$ cat src/hw/rtl/rslw_pkg.sv
// types, constants and the microcode program of the row stepped line walker
// no dependencies
package rslw_pkg;

	localparam int CW = 5;
	localparam int DIV_CNT_W = $clog2(CW + 1);
	localparam logic [DIV_CNT_W-1:0] DIV_LAST = DIV_CNT_W'(CW - 1);

	typedef struct packed {
		logic [CW-1:0] start_col;
		logic [CW-1:0] start_row;
		logic [CW-1:0] end_col;
		logic [CW-1:0] end_row;
	} in_item_t;

	typedef struct packed {
		logic [CW-1:0] point_col;
		logic [CW-1:0] point_row;
		logic          last_point;
	} out_item_t;

	typedef logic [1:0] upc_t;

	localparam upc_t UPC_IDLE  = 2'd0;
	localparam upc_t UPC_CHECK = 2'd1;
	localparam upc_t UPC_DIV   = 2'd2;
	localparam upc_t UPC_EMIT  = 2'd3;

	typedef enum logic [1:0] {
		COND_NOT_START,
		COND_ADY_ZERO,
		COND_DIV_BUSY,
		COND_NOT_LAST
	} cond_t;

	typedef struct packed {
		logic  ld;
		logic  div;
		logic  emit;
		cond_t cond;
		upc_t  target;
	} ctrl_t;

	typedef struct packed {
		logic start;
		logic ady_zero;
		logic div_busy;
		logic not_last;
	} stat_t;

	// jump to target when cond holds, otherwise fall through to next step
	function automatic ctrl_t ucode(input upc_t pc);
		ctrl_t cw;
		cw = '{ld: 1'b0, div: 1'b0, emit: 1'b0, cond: COND_NOT_START, target: UPC_IDLE};
		case (pc)
			UPC_IDLE: begin
				cw.ld     = 1'b1;
				cw.cond   = COND_NOT_START;
				cw.target = UPC_IDLE;
			end
			UPC_CHECK: begin
				cw.cond   = COND_ADY_ZERO;
				cw.target = UPC_IDLE;
			end
			UPC_DIV: begin
				cw.div    = 1'b1;
				cw.cond   = COND_DIV_BUSY;
				cw.target = UPC_DIV;
			end
			UPC_EMIT: begin
				cw.emit   = 1'b1;
				cw.cond   = COND_NOT_LAST;
				cw.target = UPC_EMIT;
			end
			default: begin
				cw.cond   = COND_NOT_START;
				cw.target = UPC_IDLE;
			end
		endcase
		return cw;
	endfunction

endpackage

$ cat src/hw/rtl/rslw_seq.sv
// microcode sequencer: step counter, control rom lookup and jump logic
// depends on rslw_pkg
module rslw_seq (
	input  logic            clk,
	input  logic            arst_n,
	input  rslw_pkg::stat_t stat,
	output rslw_pkg::ctrl_t ctrl,
	output logic            busy
);

	rslw_pkg::upc_t pc_q;
	rslw_pkg::upc_t pc_next;
	logic           take;

	assign ctrl = rslw_pkg::ucode(pc_q);
	assign busy = (pc_q != rslw_pkg::UPC_IDLE);

	always_comb begin
		case (ctrl.cond)
			rslw_pkg::COND_NOT_START: take = !stat.start;
			rslw_pkg::COND_ADY_ZERO:  take = stat.ady_zero;
			rslw_pkg::COND_DIV_BUSY:  take = stat.div_busy;
			rslw_pkg::COND_NOT_LAST:  take = stat.not_last;
			default:                  take = 1'b0;
		endcase
		// last step wraps to idle on fall through
		pc_next = take ? ctrl.target : pc_q + 2'd1;
	end

	always_ff @(posedge clk or negedge arst_n) begin
		if (!arst_n) begin
			pc_q <= rslw_pkg::UPC_IDLE;
		end else begin
			pc_q <= pc_next;
		end
	end

endmodule

$ cat src/hw/rtl/rslw_datapath.sv
// datapath: operand load and clamp, serial divider, incremental column stepper
// depends on rslw_pkg
module rslw_datapath #(
	parameter int GRID_SIZE = 32
) (
	input  logic                clk,
	input  logic                arst_n,
	input  rslw_pkg::ctrl_t     ctrl,
	input  rslw_pkg::in_item_t  item,
	output logic                ady_zero,
	output logic                div_busy,
	output logic                not_last,
	output logic                result_valid,
	output rslw_pkg::out_item_t result
);

	localparam int CW = rslw_pkg::CW;
	localparam int LIM_I = (GRID_SIZE - 1 < 31) ? GRID_SIZE - 1 : 31;
	localparam logic [CW-1:0] LIM = CW'(LIM_I);

	logic [CW-1:0] sc, sr, ec, er;
	logic [CW-1:0] sc_q, row_q, ady_q, dvd_q, rem_q, q_q, r_q, cnt_q;
	logic          up_q, neg_q;
	logic [rslw_pkg::DIV_CNT_W-1:0] div_cnt_q;
	logic [CW:0]   trial, r_sum, q_sum;
	logic          trial_ge, wrap;
	logic [CW-1:0] col_off, point_col;
	logic          result_valid_q;
	rslw_pkg::out_item_t result_q;

	always_comb begin
		sc = (item.start_col > LIM) ? LIM : item.start_col;
		sr = (item.start_row > LIM) ? LIM : item.start_row;
		ec = (item.end_col   > LIM) ? LIM : item.end_col;
		er = (item.end_row   > LIM) ? LIM : item.end_row;
	end

	// restoring divide step: adx = qa*ady + b
	assign trial    = {rem_q, dvd_q[CW-1]};
	assign trial_ge = (trial >= {1'b0, ady_q});

	// per-row step: q += qa (+1 on carry), r += b mod ady
	assign r_sum = {1'b0, r_q} + {1'b0, rem_q};
	assign wrap  = (r_sum >= {1'b0, ady_q});
	assign q_sum = {1'b0, q_q} + {1'b0, dvd_q} + {{CW{1'b0}}, wrap};

	// ceil for leftward lines
	assign col_off   = q_q + {{(CW-1){1'b0}}, (neg_q && (r_q != '0))};
	assign point_col = neg_q ? sc_q - col_off : sc_q + col_off;

	assign ady_zero = (ady_q == '0);
	assign div_busy = (div_cnt_q != rslw_pkg::DIV_LAST);
	assign not_last = (cnt_q != CW'(1));

	always_ff @(posedge clk) begin
		if (ctrl.ld) begin
			sc_q      <= sc;
			row_q     <= sr;
			up_q      <= (er >= sr);
			neg_q     <= (ec < sc);
			ady_q     <= (er >= sr) ? er - sr : sr - er;
			cnt_q     <= (er >= sr) ? er - sr : sr - er;
			dvd_q     <= (ec < sc) ? sc - ec : ec - sc;
			rem_q     <= '0;
			div_cnt_q <= '0;
			q_q       <= '0;
			r_q       <= '0;
		end
		if (ctrl.div) begin
			rem_q     <= trial_ge ? CW'(trial - {1'b0, ady_q}) : trial[CW-1:0];
			dvd_q     <= {dvd_q[CW-2:0], trial_ge};
			div_cnt_q <= div_cnt_q + 1'b1;
		end
		if (ctrl.emit) begin
			result_q.point_col  <= point_col;
			result_q.point_row  <= row_q;
			result_q.last_point <= !not_last;
			row_q <= up_q ? row_q + 1'b1 : row_q - 1'b1;
			cnt_q <= cnt_q - 1'b1;
			q_q   <= q_sum[CW-1:0];
			r_q   <= wrap ? CW'(r_sum - {1'b0, ady_q}) : r_sum[CW-1:0];
		end
	end

	always_ff @(posedge clk or negedge arst_n) begin
		if (!arst_n) begin
			result_valid_q <= 1'b0;
		end else begin
			result_valid_q <= ctrl.emit;
		end
	end

	assign result_valid = result_valid_q;
	assign result       = result_q;

endmodule

$ cat src/hw/rtl/row_stepped_line_walker_top.sv
// top level of the row stepped line walker: sequencer plus datapath
// depends on rslw_pkg, rslw_seq, rslw_datapath
//
// channel   direction  transfer                       payload
// item      in         start && !busy at clk edge     rslw_pkg::in_item_t
// result    out        result_valid for one cycle     rslw_pkg::out_item_t
//
// one item runs a load step, a check step, the serial divider steps and then one
// emit step per row of |end_row - start_row|; it ends after the check when rows match
// the 5-bit serial divider and the one-point-per-cycle emit step set the run length
// points come out of a register in the cycle after their emit step, back to back
// arst_n clears the step counter and the result strobe; payload is not reset
// the receiver cannot stall: every strobed result counts as transferred
module row_stepped_line_walker_top #(
	parameter int GRID_SIZE = 32
) (
	input  logic                clk,
	input  logic                arst_n,
	input  logic                start,
	input  rslw_pkg::in_item_t  item,
	output logic                busy,
	output logic                result_valid,
	output rslw_pkg::out_item_t result
);

	rslw_pkg::ctrl_t ctrl;
	rslw_pkg::stat_t stat;
	logic            ady_zero;
	logic            div_busy;
	logic            not_last;

	// status flags gathered for the jump logic
	assign stat = '{start: start, ady_zero: ady_zero, div_busy: div_busy, not_last: not_last};

	rslw_seq u_seq (
		.clk    (clk),
		.arst_n (arst_n),
		.stat   (stat),
		.ctrl   (ctrl),
		.busy   (busy)
	);

	// operands load every idle cycle; only the one seen with start is used
	rslw_datapath #(
		.GRID_SIZE (GRID_SIZE)
	) u_dp (
		.clk          (clk),
		.arst_n       (arst_n),
		.ctrl         (ctrl),
		.item         (item),
		.ady_zero     (ady_zero),
		.div_busy     (div_busy),
		.not_last     (not_last),
		.result_valid (result_valid),
		.result       (result)
	);

endmodule

$ cat config.mk
export PLATFORM = sky130hd
export DESIGN_NAME = row_stepped_line_walker_top
export DESIGN_NICKNAME = d
export VERILOG_FILES = /design/src/hw/rtl/rslw_pkg.sv /design/src/hw/rtl/rslw_seq.sv /design/src/hw/rtl/rslw_datapath.sv /design/src/hw/rtl/row_stepped_line_walker_top.sv
export SDC_FILE = /design/constraint.sdc
export NUM_CORES = 1
export LEC_CHECK = 0
export BUFFER_PORTS_ARGS = -buffer_cell sky130_fd_sc_hd__buf_2
export CAP_MARGIN = 10
export CORE_ASPECT_RATIO = 0.7
export CORE_MARGIN = 2
export CORE_UTILIZATION = 50
export DETAILED_ROUTE_END_ITERATION = 6
export GPL_TIMING_DRIVEN = 0
export PLACE_DENSITY = 0.68
export SLEW_MARGIN = 20
export SYNTH_ARGS = -nofsm -noshare
export SYNTH_HDL_FRONTEND = slang
export SYNTH_HIERARCHICAL = 1
export SYNTH_SLANG_ARGS = --single-unit
$ cat constraint.sdc
create_clock -name clk -period 9 [get_ports clk]
set_clock_uncertainty 0.1 [all_clocks]
set_input_delay 0.45 -clock clk [delete_from_list [all_inputs] [get_ports clk]]
set_output_delay 0.45 -clock clk [all_outputs]
set_load 0.01 [all_outputs]
==> results of run 1 <==
## flip-flops by register name, summed over array words and instances (netlist names)
name and flops:
u_dp/result_valid 1, u_dp/result 11, u_dp/row_q 5, u_dp/rem_q 5, u_dp/neg_q 1, u_dp/cnt_q 5
u_seq/pc_q 2, u_dp/dvd_q 5, u_dp/r_q 5, u_dp/div_cnt_q 3, u_dp/up_q 1, u_dp/ady_q 5
u_dp/sc_q 5, u_dp/q_q 5
## area by class of cell
| cell class | count | share of cell area, % |
|---|---|---|
| Inverter | 56 | 4.05 |
| Sequential cell | 59 | 33.8 |
| Tap cell | 124 | 2.99 |
| Clock buffer | 9 | 4.34 |
| Clock inverter | 7 | 1.33 |
| Multi-Input combinational cell | 303 | 47.7 |
| Buffer | 29 | 2.36 |
| Timing Repair Buffer | 34 | 3.38 |
## path summary, 6_finish.rpt
path                                from                 to
min reg2reg                u_dp/row_q[2]     u_dp/result[3]
min in group asynchronous         arst_n      u_seq/pc_q[1]
max                        u_dp/rem_q[0]        u_dp/q_q[4]
max reg2reg                u_dp/rem_q[0]        u_dp/q_q[4]
min                             item[19]       u_dp/sc_q[4]
max in group asynchronous         arst_n  u_dp/result_valid
## what timing repair did
item,4_1_cts,5_1_grt
setup endpoints to repair,0,0
setup buffers,0,0
hold buffers,1,0
hold endpoints to repair,3,0
## metrics by stage
stage                     cell area [µm²]  std cells  hold WS [ns]
after floorplan                      4570        447        0.0544
after global placement               4890        604         0.146
after detailed placement             4890        604         0.149
after CTS                            5190        621         0.282
after global routing                 5190        621         0.307
final                                5190        621         0.289
## placed cells by master (no fill, tap or decap), types with 12 or more instances in the layout
| cell type | count |
|---|---|
| inv_1 | 56 |
| nor2_1 | 15 |
| edfxtp_1 | 56 |
| ha_1 | 57 |
| buf_2 | 35 |
| nand2_1 | 18 |
| clkbuf_1 | 25 |
| a21o_1 | 12 |
| xor2_1 | 12 |
| xnor2_1 | 19 |
| nand3_1 | 12 |
| o21ai_0 | 21 |
| a21oi_1 | 24 |
## power breakdown
part           total [W]  switching, W  internal, W  leakage, nW
clock network   0.000332      0.000120     0.000212        0.133
logic            0.00122      0.000689     0.000531         1.54
registers       0.000620     0.0000956     0.000524        0.584
total            0.00217      0.000905      0.00127         2.25
## critical path: cells and delay by family (launching register included)
family                     cells  cell delay (ns)
AOI/OAI and AO/OA              5             0.94
adders and majority gates      5             1.82
xor gates and xnor gates       2             0.38
and+or+nand+nor                1             0.15
DFF                            1             0.45
buffers and inverters          3             0.38
## per-layer routing
layer / global-route usage, % / vias to the layer above
li1: - / 1648
met1: 29.8 / 1548
met2: 28.0 / 55
met3: 5.40 / 8
met4: 5.04 / 0
met5: 0 / -
==> results by group, run 1 <==
Critical path
  – CP Class: reg2reg
  – Most frequent CP cell: fa_1
  – CP Cell Sequence: ha_1 > inv_1 > fa_1 > xnor2_1 > ha_1 > a21oi_1 > o211ai_1 > a221oi_2 > buf_2 > inv_1 > fa_1 > fa_1 > a21o_1 > a21oi_1 > xnor2_1 > and2_1
  – CP max stage delay: ~0.45 ns
  – Slowest-stage cell, CP: edfxtp_1
  – CP endpoint kind: flip-flop
  – Worst setup SP type: flip-flop
  – Critical Path RT: approximately 9 ns
  – Worst EP arrival: approximately 4.5 ns
  – Worst-path fanout max: 10
  – Reg-to-reg setup timing slack: between 4 and 5 ns
  – R2R cell count: 16

Place
  – Port bufs: 33
  – DP Wirelength: 6950 µm
  – GP Congestion: between 0.8 and 0.9
  – Post-place setup slack: ~4.6 ns

STA
  – Headroom to the max-slew limit: about half
  – Minimum clock period: around 4.5 ns
  – Fin. max-slew vios: 0
  – Final TNS setup: 0 ns
  – Final Hold Viols: 0
  – Worst-Margin Slew: roughly 0.74 ns
  – RSZ-0062 raised after global routing: no
  – Fin crit share: around half
  – Final worst slack: roughly 4.5 ns
  – Setup-failing EPs final: 0
  – Max Clk Rate: roughly 220 MHz

Detailed routing
  – Total wire length: 9040 µm
  – 1st-pass router iterations: 4
  – Via Count: between 3000 and 4000
  – Post-DRT Antenna Nets: 0
  – Met3 WL: 426 µm
  – Uppermost layer routed: met4
  – Met2 Wirelength: 3800 µm
  – M1 WL: 4700 µm
  – Wire length per cell: ~15 µm
  – Vias/cell: about 5.2
  – # DRC: 0
  – First DRT Iteration DRCs: roughly 210

Clock network
  – Clock Latency Late Sink: 0.33 ns
  – # resized after CTS: 0
  – CTS buffer count: 9
  – Deepest level of the CTS H-tree: 3
  – Clock root buffer: clkbuf_16
  – Sink Count: 59
  – Max Root-Sink Buffers: 2
  – CTS tree: yes
  – Reg clk slew, reported paths: 0.05 ns

Outcome
  – Status: finished, final reports clean

Synth
  – Syn Nets: 538
  – YS warnings: 6
  – Mapped cell area: ~0.0046 mm²
  – Syn avg cell area: approximately 10 µm²
  – Syn Inst Count: 447

Min path
  – Hold Path Depth: 2
  – Hold crit path type: in2reg

GRT
  – Largest net degree at the start of global routing: 21
  – Initial antenna violation count: 0
  – GRT Resource Usage Total: between 10% and 20%
  – First-pass GRT wire length: between 15000 and 20000 µm
  – Vias in the first global route: ~3200
  – Grt ovf: 0

Finish
  – Fraction of layout cells with a size suffix above 1: approximately 14%
  – Fin util: 57.9%
  – Nets: 583
  – Multi-input logic area: 0.00248 mm²
  – Syn-to-layout area delta: 13.7%
  – Layout fillers: about 790
  – # diodes: 0
  – Register Area: around 0.0018 mm²

Die
  – Site Rows: 29
  – Die Height: about 84 µm
  – Chip Width: 118 µm
  – Boundary pin count: 36
  – Die ar.: 0.00992 mm²
  – Core Area: around 0.0090 mm²
  – Initial Utilization: between 50% and 60%

Run
  – Max Cap Violations: 0

Pwr
  – Pleak: around 2.3 nW
  – Total power: around 0.0022 W
  – Peak supply drop: 0.215 mV
  – PD cells: 419 mW/mm²
Note: power is estimated with default switching activity, not from simulation.
==> run 2, diff against run 1 <==
--- a/config.mk
+++ b/config.mk
@@ -5,6 +5,7 @@
 export SDC_FILE = /design/constraint.sdc
 export NUM_CORES = 1
 export LEC_CHECK = 0
+export ABC_AREA = 1
 export BUFFER_PORTS_ARGS = -buffer_cell sky130_fd_sc_hd__buf_2
 export CAP_MARGIN = 10
 export CORE_ASPECT_RATIO = 0.7
==> constraint.sdc (replaced) <==
create_clock -name clk -period 4.6 [get_ports clk]
set_clock_uncertainty 0.1 [all_clocks]
set_input_delay 0.23 -clock clk [delete_from_list [all_inputs] [get_ports clk]]
set_output_delay 0.23 -clock clk [all_outputs]
set_load 0.01 [all_outputs]
==> results by group, run 2 <==
GRT
  – Vias in the first global route: about 3300
  – Initial antenna violation count: 0
  – GRT Resource Usage Total: 19.4%
  – Largest net degree at the start of global routing: 21
  – First-pass GRT wire length: around 15000 µm
  – Grt ovf: 0

STA
  – RSZ-0062 raised after global routing: no
  – Minimum clock period: around 3.9 ns
  – Final Hold Viols: 0
  – Fin. max-slew vios: 0
  – Headroom to the max-slew limit: roughly 37%
  – Max Clk Rate: about 250 MHz
  – Setup-failing EPs final: 0
  – Fin crit share: a little under nine tenths
  – Worst-Margin Slew: 0.940 ns
  – Final TNS setup: 0 ns

Critical path
  – Worst-path fanout max: 7
  – CP endpoint kind: flip-flop
  – CP Class: reg2reg
  – Worst setup SP type: flip-flop
  – Critical Path RT: approximately 4.6 ns
  – Reg-to-reg setup timing slack: approximately 0.66 ns
  – Worst EP arrival: 3.92 ns

Die
  – Initial Utilization: between 50% and 60%
  – Core Area: between 0.009 and 0.01 mm²
  – Boundary pin count: 36
  – Die ar.: between 0.01 and 0.015 mm²
  – Site Rows: 29
  – Die Height: 84.5 µm
  – Chip Width: approximately 120 µm

Finish
  – Most frequent cells in the layout: nand2_1 (113), inv_1 (75), ha_1 (57), edfxtp_1 (56), buf_2 (37)
  – # diodes: 0
  – Nets: approximately 660
  – Syn-to-layout area delta: 13.0%
  – Fraction of layout cells with a size suffix above 1: between 10% and 20%
  – Number of flip-flops in the largest register: 11
  – Commonest non-fill, non-tap cell in the layout: nand2_1

Synth
  – Mapped cell area: 0.00463 mm²
  – YS warnings: 6
  – Syn Inst Count: between 500 and 600
  – Syn Nets: just over 600
  – Syn avg cell area: about 8.9 µm²

Detailed routing
  – # DRC: 0
  – First DRT Iteration DRCs: roughly 180
  – Total wire length: about 9000 µm
  – Post-DRT Antenna Nets: 0
  – 1st-pass router iterations: 4
  – Vias/cell: around 5
  – Via Count: about 3400
  – Wire length per cell: around 13 µm

Outcome
  – Status: finished, final reports clean

Run
  – Max Cap Violations: 0

Clock network
  – Sink Count: a little under 60
  – Deepest level of the CTS H-tree: 3
  – Reg clk slew, reported paths: 0.05 ns
  – Clock Latency Late Sink: 0.33 ns
  – CTS tree: yes
  – Max Root-Sink Buffers: 2
  – Post-CTS setup buffer count: 0
  – Clock root buffer: clkbuf_16
  – CTS buffer count: 9

Min path
  – Hold crit path type: in2reg

Place
  – GP Congestion: 0.832
  – Port bufs: 33
  – DP Wirelength: ~7100 µm
[run 2: area by class of cell]
cell class,instances,area (µm²)
timing repair buffer,34,175
clock buffer,16,272
multi-input combinational,353,2430
buffer,28,135
fill,822,3800
sequential,59,1760
tap,124,155
inverter,82,309
[run 2: layer usage]
metal,vias to the layer above,GRT usage [%],share of wire [%]
li1,1762,-,-
met5,-,0,0
met1,1587,27.9,53
met2,62,29.3,42
met3,8,4.42,4.2
met4,0,5.95,0.97
[run 2: final timing paths]
kind | start | end | cells after the start
max | u_dp/rem_q[2] | u_dp/q_q[4] | 19
min | item[19] | u_dp/sc_q[4] | 2
max reg2reg | u_dp/rem_q[2] | u_dp/q_q[4] | 19
min reg2reg | u_dp/row_q[2] | u_dp/result[3] | 0
max in group asynchronous | arst_n | u_dp/result_valid | 2
min in group asynchronous | arst_n | u_seq/pc_q[1] | 2
[run 2: metrics by stage]
step | utilization [%] | cell area [µm²] | std cells | setup slack [ns] | hold slack [ns]
floorplan | - | 4630 | 522 | 0.988 | -0.166
global placement | 54.8 | 4950 | 679 | 0.735 | -0.0723
detailed placement | 54.8 | 4950 | 679 | 0.693 | -0.0729
CTS | 57.9 | 5230 | 696 | 0.669 | 0.0727
global route | 57.9 | 5230 | 696 | 0.365 | 0.0831
finish | 57.9 | 5230 | 696 | 0.661 | 0.0736
[run 2: worst max-delay path, stage by stage (launching register included)]
cell and delay, ns:
edfxtp_1 0.43, ha_1 0.39, a21oi_1 0.15, nand2_1 0.07, or2_1 0.20, nand2_1 0.09
inv_1 0.05, ha_1 0.33, nand2_1 0.10, clkinv_1 0.05, nand2_1 0.08, nand3_2 0.08
a21oi_4 0.24, nand2_4 0.11, fa_1 0.42, fa_1 0.41, nand3_1 0.09, nand2_1 0.07
o21ai_0 0.17, a21oi_1 0.07
[run 2: timing repair]
action / CTS / global route
hold buffers: 1 / 0
hold endpoints to repair: 3 / 0
gates resized for setup: 0 / 0
Power of run 2 is not shown: default switching activity piles up to over one toggle a cycle in this logic, so the estimate is an artifact.
==> run 3, diff against run 2 <==
--- a/config.mk
+++ b/config.mk
@@ -6,14 +6,13 @@
 export NUM_CORES = 1
 export LEC_CHECK = 0
 export ABC_AREA = 1
-export BUFFER_PORTS_ARGS = -buffer_cell sky130_fd_sc_hd__buf_2
 export CAP_MARGIN = 10
 export CORE_ASPECT_RATIO = 0.7
 export CORE_MARGIN = 2
 export CORE_UTILIZATION = 50
 export DETAILED_ROUTE_END_ITERATION = 6
+export DONT_BUFFER_PORTS = 1
 export GPL_TIMING_DRIVEN = 0
-export PLACE_DENSITY = 0.68
 export SLEW_MARGIN = 20
 export SYNTH_ARGS = -nofsm -noshare
 export SYNTH_HDL_FRONTEND = slang
==> results by group, run 3 (synthesized netlist as in run 2, its figures left out) <==
Die
  – Site Rows: 29
  – Chip Width: roughly 120 µm
  – Initial Utilization: 51.2%
  – Core Area: 0.00903 mm²
  – Boundary pin count: 36
  – Die ar.: approximately 0.010 mm²
  – Die Height: about 84 µm

Finish
  – Most frequent cells in the layout: nand2_1 (113), inv_1 (75), ha_1 (57), edfxtp_1 (56), nand3_1 (33)
  – Commonest non-fill, non-tap cell in the layout: nand2_1
  – Syn-to-layout area delta: 11.0%
  – Fraction of layout cells with a size suffix above 1: between 8 and 9%
  – Nets: roughly 630
  – Design area: 0.00514 mm²
  – Number of flip-flops in the largest register: 11
  – # diodes: 0

Detailed routing
  – 1st-pass router iterations: 6
  – Total wire length: 9150 µm
  – First DRT Iteration DRCs: 230
  – Via Count: ~3300
  – # DRC: 0
  – Wire length per cell: approximately 14 µm
  – Vias/cell: 4.98
  – Post-DRT Antenna Nets: 0

STA
  – Fin crit share: slightly below 90%
  – Max Clk Rate: 250 MHz
  – Headroom to the max-slew limit: between 30% and 40%
  – Worst-Margin Slew: ~1 ns
  – Minimum clock period: approximately 4 ns
  – Final TNS setup: 0 ns
  – Final Hold Viols: 0
  – Setup-failing EPs final: 0
  – RSZ-0062 raised after global routing: no
  – Final worst slack: roughly 0.60 ns
  – Fin. max-slew vios: 0

Clock network
  – Reg clk slew, reported paths: roughly 0.050 ns
  – CTS tree: yes
  – # resized after CTS: 0
  – Clock root buffer: clkbuf_16
  – Max Root-Sink Buffers: 2
  – Clock Latency Late Sink: approximately 0.32 ns
  – Deepest level of the CTS H-tree: 3
  – Sink Count: between 50 and 60
  – CTS buffer count: 9

Min path
  – Hold Path Depth: 3
  – Hold endpoint: u_seq/pc_q[1]
  – Hold path start: start
  – Hold crit path type: in2reg

Run
  – Max Cap Violations: 0

GRT
  – GRT Resource Usage Total: around 20%
  – Vias in the first global route: 3206
  – First-pass GRT wire length: ~15000 µm
  – Largest net degree at the start of global routing: 21
  – Initial antenna violation count: 0
  – Grt ovf: 0

Place
  – DP Wirelength: 7140 µm
  – Post-place setup slack: approximately 0.6 ns
  – Dpl cell area: between 0.004 and 0.005 mm²
  – Port bufs: 0
  – GP Congestion: around 0.85

Critical path
  – Worst setup SP type: flip-flop
  – CP Cell Sequence: ha_1 > a21oi_1 > nand2_1 > or2_1 > nand2_1 > inv_1 > ha_1 > a21oi_2 > nand3_2 > a21oi_4 > nand2_4 > fa_1 > fa_1 > nand3_1 > nand2_1 > o21ai_0 > a21oi_1
  – CP max stage delay: ~0.44 ns
  – Reg2reg start: u_dp/rem_q[2]
  – R2R cell count: 17
  – CP Class: reg2reg
  – Worst-path fanout max: 7
  – CP endpoint kind: flip-flop
  – Critical path depth: 17
  – Most frequent CP cell: nand2_1
  – Critical Path RT: between 4 and 5 ns
  – Slowest-stage cell, CP: edfxtp_1
  – CP top delay family: adder cells
  – CP bufs+invs: 1
  – Worst EP arrival: between 3 and 4 ns
  – Reg-to-reg setup timing slack: between 0.5 and 0.6 ns
  – FF-to-FF End: u_dp/q_q[4]

Outcome
  – Status: finished, final reports clean
==> run 3: cell count changes in the layout (fill, tap and decap cells not counted), sizes merged <==
| cell | before | now |
|---|---|---|
| buf | 40 | 7 |
| clkbuf | 37 | 32 |
| bufinv | 0 | 3 |
| clkinv | 2 | 3 |
| clkinvlp | 0 | 1 |
| dlygate4sd3 | 1 | 2 |
==> run 3: cell type report <==
cell class	instances	area, µm²
well taps	124	155
flip-flops and latches	59	1760
clock buffers	11	233
fillers	806	3900
inverters	82	309
plain buffers	28	135
repair buffers	2	20.0
multi-input cells	353	2430
clock inverters	5	101
==> run 3: worst max path at each step <==
stage / endpoint / slack (ns) / from
after detailed placement: u_dp/q_q[4] / 0.60 / u_dp/rem_q[2]
after floorplan: u_dp/q_q[4] / 0.99 / u_dp/rem_q[2]
after global placement: u_dp/q_q[4] / 0.71 / u_dp/rem_q[2]
after CTS: u_dp/q_q[4] / 0.59 / u_dp/rem_q[2]
after global routing: u_dp/q_q[4] / 0.35 / u_dp/rem_q[2]
final: u_dp/q_q[4] / 0.60 / u_dp/rem_q[2]
==> run 3: worst register-to-register path, delay by kind of cell (launching register included) <==
| family | cells | cell delay [ns] |
|---|---|---|
| buffers and inverters | 1 | 0.05 |
| adder cells (fa/ha/maj) | 4 | 1.55 |
| AND/OR/NAND/NOR | 7 | 0.77 |
| AO/OA/AOI/OAI | 5 | 0.82 |
| flip-flops | 1 | 0.44 |
==> run 3: through the flow <==
step | hold WS, ns | util (%) | cells
finish | 0.0167 | 56.9 | 664
global route | 0.000404 | 56.9 | 664
CTS | 0.000798 | 56.9 | 664
detailed placement | -0.166 | 52.9 | 646
global placement | -0.166 | 52.9 | 646
floorplan | -0.166 | - | 522
==> run 3: layer usage <==
| layer | global-route usage, % | wire [µm] | part of all wire (%) |
|---|---|---|---|
| met1 | 28.9 | 4760 | 52 |
| met2 | 29.4 | 3800 | 41 |
| met3 | 5.43 | 538 | 5.9 |
| met4 | 4.87 | 60 | 0.66 |
| met5 | 0 | 0 | 0 |
==> run 3: timing repair <==
| action | 4_1_cts | 5_1_grt |
|---|---|---|
| hold buffers | 2 | 0 |
| setup buffers | 0 | 0 |
| hold endpoints to repair | 4 | 0 |
Power of run 3 is left out for the same reason.
